$ cat config.mk
export PLATFORM = sky130hd
export DESIGN_NAME = pixel_kind_converter_packer
export DESIGN_NICKNAME = d
export VERILOG_FILES = /design/src/hdl/pkc_pkg.sv /design/src/hdl/pkc_convert.sv /design/src/hdl/pkc_out_buffer.sv /design/src/hdl/pixel_kind_converter_packer.sv
export SDC_FILE = /design/constraint.sdc
export NUM_CORES = 1
export LEC_CHECK = 0
export ABC_AREA = 1
export CAP_MARGIN = 10
export CORE_ASPECT_RATIO = 2
export CORE_MARGIN = 3
export CORE_UTILIZATION = 50
export CTS_CLUSTER_DIAMETER = 100
export DETAILED_ROUTE_END_ITERATION = 16
export DONT_BUFFER_PORTS = 1
export PLACE_DENSITY = 0.68
export SLEW_MARGIN = 20
export SYNTH_ARGS = -nofsm -noshare
export SYNTH_HDL_FRONTEND = slang
export SYNTH_SLANG_ARGS = --single-unit
$ cat constraint.sdc
create_clock -name clk -period 18.8 [get_ports clk]
set_input_delay 1.88 -clock clk [delete_from_list [all_inputs] [get_ports clk]]
set_output_delay 1.88 -clock clk [all_outputs]
set_load 0.01 [all_outputs]
$ cat src/hdl/pkc_pkg.sv
// ---------------------------------------------------------------------------
// Pixel kind converter/packer package
// Kind codes, register indexes, reset values, shared types and helpers.
// ---------------------------------------------------------------------------
`default_nettype none

package pkc_pkg;

  // pixel kind codes; code three is handled as rgb
  localparam logic [1:0] KIND_BILEVEL = 2'd0;
  localparam logic [1:0] KIND_GRAY    = 2'd1;
  localparam logic [1:0] KIND_RGB     = 2'd2;

  // configuration register indexes
  localparam int unsigned CFG_IDX_W = 3;
  localparam logic [CFG_IDX_W-1:0] REG_INPUT_KIND  = 3'd0;
  localparam logic [CFG_IDX_W-1:0] REG_OUTPUT_KIND = 3'd1;
  localparam logic [CFG_IDX_W-1:0] REG_MAX_VALUE   = 3'd2;
  localparam logic [CFG_IDX_W-1:0] REG_PACK_BITS   = 3'd3;
  localparam logic [CFG_IDX_W-1:0] REG_ROW_WIDTH   = 3'd4;
  localparam int unsigned CFG_DATA_W = 16;

  // reset values
  localparam logic [1:0]  RST_INPUT_KIND  = KIND_GRAY;
  localparam logic [1:0]  RST_OUTPUT_KIND = KIND_GRAY;
  localparam logic [7:0]  RST_MAX_VALUE   = 8'd255;
  localparam logic        RST_PACK_BITS   = 1'b1;
  localparam logic [15:0] RST_ROW_WIDTH   = 16'd640;

  localparam logic [7:0] FULL_SAMPLE = 8'd255;
  localparam int unsigned MAX_RESULTS = 3;

  typedef struct packed {
    logic [1:0]  input_kind;
    logic [1:0]  output_kind;
    logic [7:0]  max_value;
    logic        pack_bits;
    logic [15:0] row_width;
  } cfg_t;

  // results of one pixel: up to three bytes, count, end-of-image flag
  typedef struct packed {
    logic [1:0]                         count;
    logic [MAX_RESULTS-1:0][7:0]        vals;
    logic                               last;
  } res_t;

  // floor(s/3) for s <= 765 via reciprocal 683/2048
  function automatic logic [7:0] div3(input logic [9:0] s);
    logic [20:0] p;
    p = {11'd0, s} * 21'd683;
    return p[18:11];
  endfunction

endpackage

`default_nettype wire

$ cat src/hdl/pkc_convert.sv
// ---------------------------------------------------------------------------
// Pixel kind conversion and bilevel packing
// Turns one registered pixel into its result bytes; holds the packing state.
// ---------------------------------------------------------------------------
`default_nettype none

module pkc_convert (
  input  wire logic          clk,
  input  wire logic          rst_n,
  input  wire pkc_pkg::cfg_t cfg,
  input  wire logic          fire,
  input  wire logic [7:0]    smp_r,
  input  wire logic [7:0]    smp_g,
  input  wire logic [7:0]    smp_b,
  input  wire logic          fin,
  output pkc_pkg::res_t      res
);

  logic [7:0]  bit_gather_r, bit_gather_nxt;
  logic [2:0]  bit_count_r, bit_count_nxt;
  logic [15:0] column_count_r, column_count_nxt;

  logic        ik_bil, ik_rgb, ok_bil, ok_rgb;
  logic [9:0]  sum;
  logic [7:0]  mean, gray, thr, gather_new, fill;
  logic        black, row_end, emit;
  logic [16:0] col_inc;

  assign ik_bil = (cfg.input_kind == pkc_pkg::KIND_BILEVEL);
  assign ik_rgb = cfg.input_kind[1];
  assign ok_bil = (cfg.output_kind == pkc_pkg::KIND_BILEVEL);
  assign ok_rgb = cfg.output_kind[1];

  assign sum  = {2'b00, smp_r} + {2'b00, smp_g} + {2'b00, smp_b};
  assign mean = pkc_pkg::div3(sum);
  assign thr  = {1'b0, cfg.max_value[7:1]};

  always_comb begin
    if (ik_bil) begin
      black = smp_r[0];
      gray  = {7'd0, ~smp_r[0]};
    end else begin
      gray  = ik_rgb ? mean : smp_r;
      black = (gray <= thr);
    end
  end

  // packing: MSB first, emit on full byte, row end or final pixel
  assign gather_new = bit_gather_r | ({7'd0, black} << (3'd7 - bit_count_r));
  assign col_inc    = {1'b0, column_count_r} + 17'd1;
  // zero row width counts as 65536 pixels
  assign row_end    = (cfg.row_width == 16'd0) ? (column_count_r == 16'hFFFF)
                                               : (col_inc >= {1'b0, cfg.row_width});
  assign emit       = (bit_count_r == 3'd7) || row_end || fin;
  assign fill       = black ? 8'd0 : pkc_pkg::FULL_SAMPLE;

  always_comb begin
    res.last = fin;
    res.vals = '0;
    if (ok_rgb) begin
      res.count = 2'd3;
      if (ik_rgb) begin
        res.vals[0] = smp_r;
        res.vals[1] = smp_g;
        res.vals[2] = smp_b;
      end else if (ik_bil) begin
        res.vals = {fill, fill, fill};
      end else begin
        res.vals = {gray, gray, gray};
      end
    end else if (!ok_bil) begin
      res.count   = 2'd1;
      res.vals[0] = gray;
    end else if (!cfg.pack_bits) begin
      res.count   = 2'd1;
      res.vals[0] = {7'd0, black};
    end else begin
      res.count   = emit ? 2'd1 : 2'd0;
      res.vals[0] = gather_new;
    end
  end

  always_comb begin
    bit_gather_nxt   = bit_gather_r;
    bit_count_nxt    = bit_count_r;
    column_count_nxt = column_count_r;
    if (ok_bil && cfg.pack_bits) begin
      if (emit) begin
        bit_gather_nxt = '0;
        bit_count_nxt  = '0;
      end else begin
        bit_gather_nxt = gather_new;
        bit_count_nxt  = bit_count_r + 3'd1;
      end
      column_count_nxt = (row_end || fin) ? 16'd0 : col_inc[15:0];
    end
    if (fin) begin
      bit_gather_nxt   = '0;
      bit_count_nxt    = '0;
      column_count_nxt = '0;
    end
  end

  always_ff @(posedge clk) begin
    if (!rst_n) begin
      bit_gather_r   <= '0;
      bit_count_r    <= '0;
      column_count_r <= '0;
    end else if (fire) begin
      bit_gather_r   <= bit_gather_nxt;
      bit_count_r    <= bit_count_nxt;
      column_count_r <= column_count_nxt;
    end
  end

endmodule

`default_nettype wire

$ cat src/hdl/pkc_out_buffer.sv
// ---------------------------------------------------------------------------
// Result buffer
// Holds one pixel's bytes, handed out one word per cycle unless stalled.
// ---------------------------------------------------------------------------
`default_nettype none

module pkc_out_buffer (
  input  wire logic          clk,
  input  wire logic          rst_n,
  input  wire logic          load,
  input  wire pkc_pkg::res_t res,
  output logic               load_ready,
  output logic               out_tvalid,
  input  wire logic          out_tready,
  output logic [7:0]         out_tdata,
  output logic               out_tlast
);

  logic [1:0]                        cnt_r, cnt_nxt;
  logic [pkc_pkg::MAX_RESULTS-1:0][7:0] vals_r, vals_nxt;
  logic                              last_r, last_nxt;
  logic                              pop;

  assign out_tvalid = (cnt_r != 2'd0);
  assign out_tdata  = vals_r[0];
  assign out_tlast  = last_r && (cnt_r == 2'd1);
  assign pop        = out_tvalid && out_tready;
  assign load_ready = (cnt_r == 2'd0) || ((cnt_r == 2'd1) && out_tready);

  always_comb begin
    cnt_nxt  = cnt_r;
    vals_nxt = vals_r;
    last_nxt = last_r;
    if (load) begin
      cnt_nxt  = res.count;
      vals_nxt = res.vals;
      last_nxt = res.last;
    end else if (pop) begin
      cnt_nxt  = cnt_r - 2'd1;
      vals_nxt = {8'd0, vals_r[2], vals_r[1]};
    end
  end

  always_ff @(posedge clk) begin
    if (!rst_n) begin
      cnt_r <= '0;
    end else begin
      cnt_r <= cnt_nxt;
    end
  end

  always_ff @(posedge clk) begin
    vals_r <= vals_nxt;
    last_r <= last_nxt;
  end

endmodule

`default_nettype wire

$ cat src/hdl/pixel_kind_converter_packer.sv
// ---------------------------------------------------------------------------
// Pixel kind converter and bilevel packer
// Converts a pixel stream between bilevel, gray and rgb, packs bilevel bytes.
// ---------------------------------------------------------------------------
// Usage:
//   in_*  : one pixel per word. tdata holds red/gray/bit in bits 7:0, green in
//           15:8, blue in 23:16; tlast marks the final pixel of the image.
//   out_* : one byte per word (gray sample, rgb channel in r,g,b order,
//           bilevel bit or packed byte); tlast on the image's last word.
//   cfg_* : register writes (index 0..4), always accepted; write only while
//           the stream is idle.
// Path: a taken pixel passes the input register, then the result buffer,
//   before its first result word is valid.
// Throughput: one pixel per cycle for gray and bilevel output while out_tready
//   is high; rgb output gives three words per pixel, so the single-byte output
//   port draining the result buffer paces it. Packed bilevel gives a word only
//   per byte, row end or final pixel.
// Reset: registers go to gray->gray, max 255, packing on, 640-pixel rows;
//   packing state and both stages are emptied.
// Stall: when out_tready is low the result buffer holds its word; one more
//   pixel waits in the input register, then in_tready drops.
// ---------------------------------------------------------------------------
`default_nettype none

module pixel_kind_converter_packer (
  input  wire logic                            clk,
  input  wire logic                            rst_n,
  // input pixels
  input  wire logic                            in_tvalid,
  output logic                                 in_tready,
  input  wire logic [23:0]                     in_tdata,  // sample_first, sample_second, sample_third
  input  wire logic                            in_tlast,  // final_pixel
  // result words
  output logic                                 out_tvalid,
  input  wire logic                            out_tready,
  output logic [7:0]                           out_tdata, // out_value
  output logic                                 out_tlast, // end_of_image
  // register writes
  input  wire logic                            cfg_valid,
  output logic                                 cfg_ready,
  input  wire logic [pkc_pkg::CFG_IDX_W-1:0]   cfg_index,
  input  wire logic [pkc_pkg::CFG_DATA_W-1:0]  cfg_data
);

  pkc_pkg::cfg_t cfg_r;
  pkc_pkg::res_t res;

  logic        in_vld_r;
  logic [7:0]  smp_r_r, smp_g_r, smp_b_r;
  logic        fin_r;
  logic        buf_ready, fire, in_take;

  // ---- configuration registers, always ready
  assign cfg_ready = 1'b1;

  always_ff @(posedge clk) begin
    if (!rst_n) begin
      cfg_r.input_kind  <= pkc_pkg::RST_INPUT_KIND;
      cfg_r.output_kind <= pkc_pkg::RST_OUTPUT_KIND;
      cfg_r.max_value   <= pkc_pkg::RST_MAX_VALUE;
      cfg_r.pack_bits   <= pkc_pkg::RST_PACK_BITS;
      cfg_r.row_width   <= pkc_pkg::RST_ROW_WIDTH;
    end else if (cfg_valid) begin
      case (cfg_index)
        pkc_pkg::REG_INPUT_KIND:  cfg_r.input_kind  <= cfg_data[1:0];
        pkc_pkg::REG_OUTPUT_KIND: cfg_r.output_kind <= cfg_data[1:0];
        pkc_pkg::REG_MAX_VALUE:   cfg_r.max_value   <= cfg_data[7:0];
        pkc_pkg::REG_PACK_BITS:   cfg_r.pack_bits   <= cfg_data[0];
        pkc_pkg::REG_ROW_WIDTH:   cfg_r.row_width   <= cfg_data;
        default: ;
      endcase
    end
  end

  // ---- input register: pixel moves on when the buffer can load it
  assign fire      = in_vld_r && buf_ready;
  assign in_tready = !in_vld_r || buf_ready;
  assign in_take   = in_tvalid && in_tready;

  always_ff @(posedge clk) begin
    if (!rst_n) begin
      in_vld_r <= 1'b0;
    end else if (in_take) begin
      in_vld_r <= 1'b1;
    end else if (fire) begin
      in_vld_r <= 1'b0;
    end
  end

  always_ff @(posedge clk) begin
    if (in_take) begin
      smp_r_r <= in_tdata[7:0];
      smp_g_r <= in_tdata[15:8];
      smp_b_r <= in_tdata[23:16];
      fin_r   <= in_tlast;
    end
  end

  // ---- conversion and packing state
  pkc_convert u_convert (
    .clk   (clk),
    .rst_n (rst_n),
    .cfg   (cfg_r),
    .fire  (fire),
    .smp_r (smp_r_r),
    .smp_g (smp_g_r),
    .smp_b (smp_b_r),
    .fin   (fin_r),
    .res   (res)
  );

  // ---- result buffer, one byte per output word
  pkc_out_buffer u_out_buffer (
    .clk        (clk),
    .rst_n      (rst_n),
    .load       (fire),
    .res        (res),
    .load_ready (buf_ready),
    .out_tvalid (out_tvalid),
    .out_tready (out_tready),
    .out_tdata  (out_tdata),
    .out_tlast  (out_tlast)
  );

endmodule

`default_nettype wire

==> results_dict.tcl <==
set metrics [dict create \
    design.core.area_sq_um 15800 \
    cts_hold_buf 0 \
    maxCapViolations 0 \
    yosysTopAreaCellShare_pct 18.6 \
    seq_area_frac_synth_pct 33.0 \
    ant_nets 0 \
    fin_crit_sh_pct 46.6 \
    hold_class "reg2reg" \
    max_stage_delay_ps 550 \
    drt_pass1_iterations 4 \
    h-tree-depth 3 \
    drv_slew 0 \
    skew_ps 7.44 \
    area_growth_pct 5.22 \
    dp_hpwl_um 16100 \
    synth_warnings 0 \
    fmax_mhz 114 \
    finalNonFillerCells 1196 \
    fin_tns_setup_ps 0 \
    yosys.area.top_type "edfxtp_1" \
    fillCellCount 1560 \
    path_buf_inv 4 \
    routed_via_density 5.33 \
    multi_input_area_sq_um 4610 \
    ys_async_sr_fraction_pct 0 \
    critical_path_arrival_ps 8960 \
    insertedDiodeCount 0 \
    cts_made_buffers 9 \
    syn-cell-area_sq_um 8080 \
    avgRoutedWirePerCell_um 16.3 \
    final_nets 1164 \
    synth_cell_type_count 47 \
    grt_pass1_wl_um 30700 \
    grt_pass1_vias 6499 \
    finalSetupViolCount 0 \
    synth-edff-count 50 \
    initial_utilization_pct 51.2 \
    status "completed" \
    die_y_um 186 \
    antenna_found_initial 0 \
    syn_inst 1004 \
    postPlaceCellArea_sq_um 8210 \
    rows 65 \
    ctsResizeCount 0 \
    clock-root-buffer "clkbuf_16" \
    syn_avg_cell_area_sq_um 8.05 \
    grt-ovfl-total 0 \
    drt-total-wl_um 19500 \
    end_kind "flip-flop" \
    drc_errors 0 \
    gp_congestion 0.959 \
    clock_latency_ps 350 \
    cp_max_fo 5 \
    max-slew-margin-rel_pct 30.7 \
    tightest_slew_ps 1040 \
    place_inst 1180 \
    path_delay_family "adder cells" \
    dieArea_sq_um 17800 \
    register_area_sq_um 2660 \
    final_area_sq_um 8500 \
    cts.path.max_buffers 2 \
    syn_nets 1178 \
    cp.required_ps 19000 \
    final-hold-violation-count 0 \
    crit_type "reg2reg" \
    layout_common_cells "nand2_1 (208), inv_1 (169), ha_1 (102)" \
    post_cts_buffers 0 \
    grt_usage_pct 22.9 \
    portBuffers 0 \
    cts_tree "done" \
    vias 6377 \
    synthTopCellsByArea "edfxtp_1 (19%), ha_1 (16%), dfxtp_1 (14%)" \
    crit_slowest_cell "fa_1" \
    grt_max_degree 41 \
    clock-sinks 108 \
    synthFlopType "dfxtp_1" \
    die_w_um 95.9 \
    path_clk_slew_ps 80 \
    cp-start-kind "flip-flop" \
    crit_top_cell "nand2_1" \
    period_needed_ps 8770 \
    ios 61 \
    rsz0062_at_grt "no" \
    drive_gt1_share_pct 5.13 \
    ys_ff_latch 108 \
    first_iter_violations 315 \
    final_common_cell "nand2_1" \
]
## layer usage
layer / global-route usage (%) / routed length (um)
met5: 0 / 0
met4: 14.1 / 1240
met3: 2.31 / 337
met2: 46.6 / 11400
met1: 20.1 / 6530
## layout make-up
class,count,area share (%)
tap,201,2.96
timing repair buffer,4,0.353
clock inverter,6,0.633
sequential,108,31.3
clock buffer,10,2.81
inverter,175,7.73
multi-input combinational,692,54.2
## worst paths after layout
path | start | endpoint | depth (start not counted) | slack, ps
max | smp_r_r[0]$_DFFE_PP_ | u_out_buffer.out_tdata[0]$_DFFE_PP_ | 42 | 10030
min | u_convert.bit_gather_r[6]$_SDFFE_PN0P_ | u_convert.bit_gather_r[6]$_SDFFE_PN0P_ | 2 | 470
max reg2reg | smp_r_r[0]$_DFFE_PP_ | u_out_buffer.out_tdata[0]$_DFFE_PP_ | 42 | 10030
min reg2reg | u_convert.bit_gather_r[6]$_SDFFE_PN0P_ | u_convert.bit_gather_r[6]$_SDFFE_PN0P_ | 2 | 470
## state kept, by name (all words and copies together) (netlist names)
name	cells
u_convert.bit_count_r	3
smp_r_r	8
u_out_buffer.cnt_r	2
smp_b_r	8
u_convert.bit_gather_r	8
cfg_r	28
fin_r	1
u_out_buffer.last_r	1
u_out_buffer.vals_r	16
u_convert.column_count_r	16
in_vld_r	1
u_out_buffer.out_tdata	8
smp_g_r	8
## synthesized netlist by cell type (all sizes together), types with 12 or more instances
cell,instances
nor2,51
o21ai,64
fa,23
xnor2,12
nand2,211
xor2,16
ha,102
a21oi,94
nand4,18
clkbuf,16
dfxtp,58
inv,173
buf,13
nand3,51
edfxtp,50
## tightest hold or removal path, cell delays in order, from the launching register on
cell and delay (ps):
dfxtp_1 310, nand2_1 60, a21oi_1 60
## through the flow
stage	worst slack [ps]	utilization (%)	hold slack [ps]
after CTS	10050	53.9	464
after global routing	9260	53.9	486
after floorplan	11190	-	437
after global placement	10210	52.0	444
final	10030	53.9	466
after detailed placement	10090	52.0	453
## cell families (layout without fill, tap and decap cells)
| logic type | Yosys count | in the layout | synth area share, % |
|---|---|---|---|
| xor+xnor | 28 | 28 | 3.04 |
| compound gates | 192 | 192 | 13.1 |
| other cells | 1 | 1 | 0.0464 |
| fa+ha+maj | 125 | 125 | 21.5 |
| simple gates | 346 | 346 | 19.3 |
| buf+inv | 204 | 195 | 10.1 |
| flops | 108 | 108 | 33.0 |
Power is not shown: default switching activity piles up to over one toggle a cycle in this logic, so the estimate is an artifact.
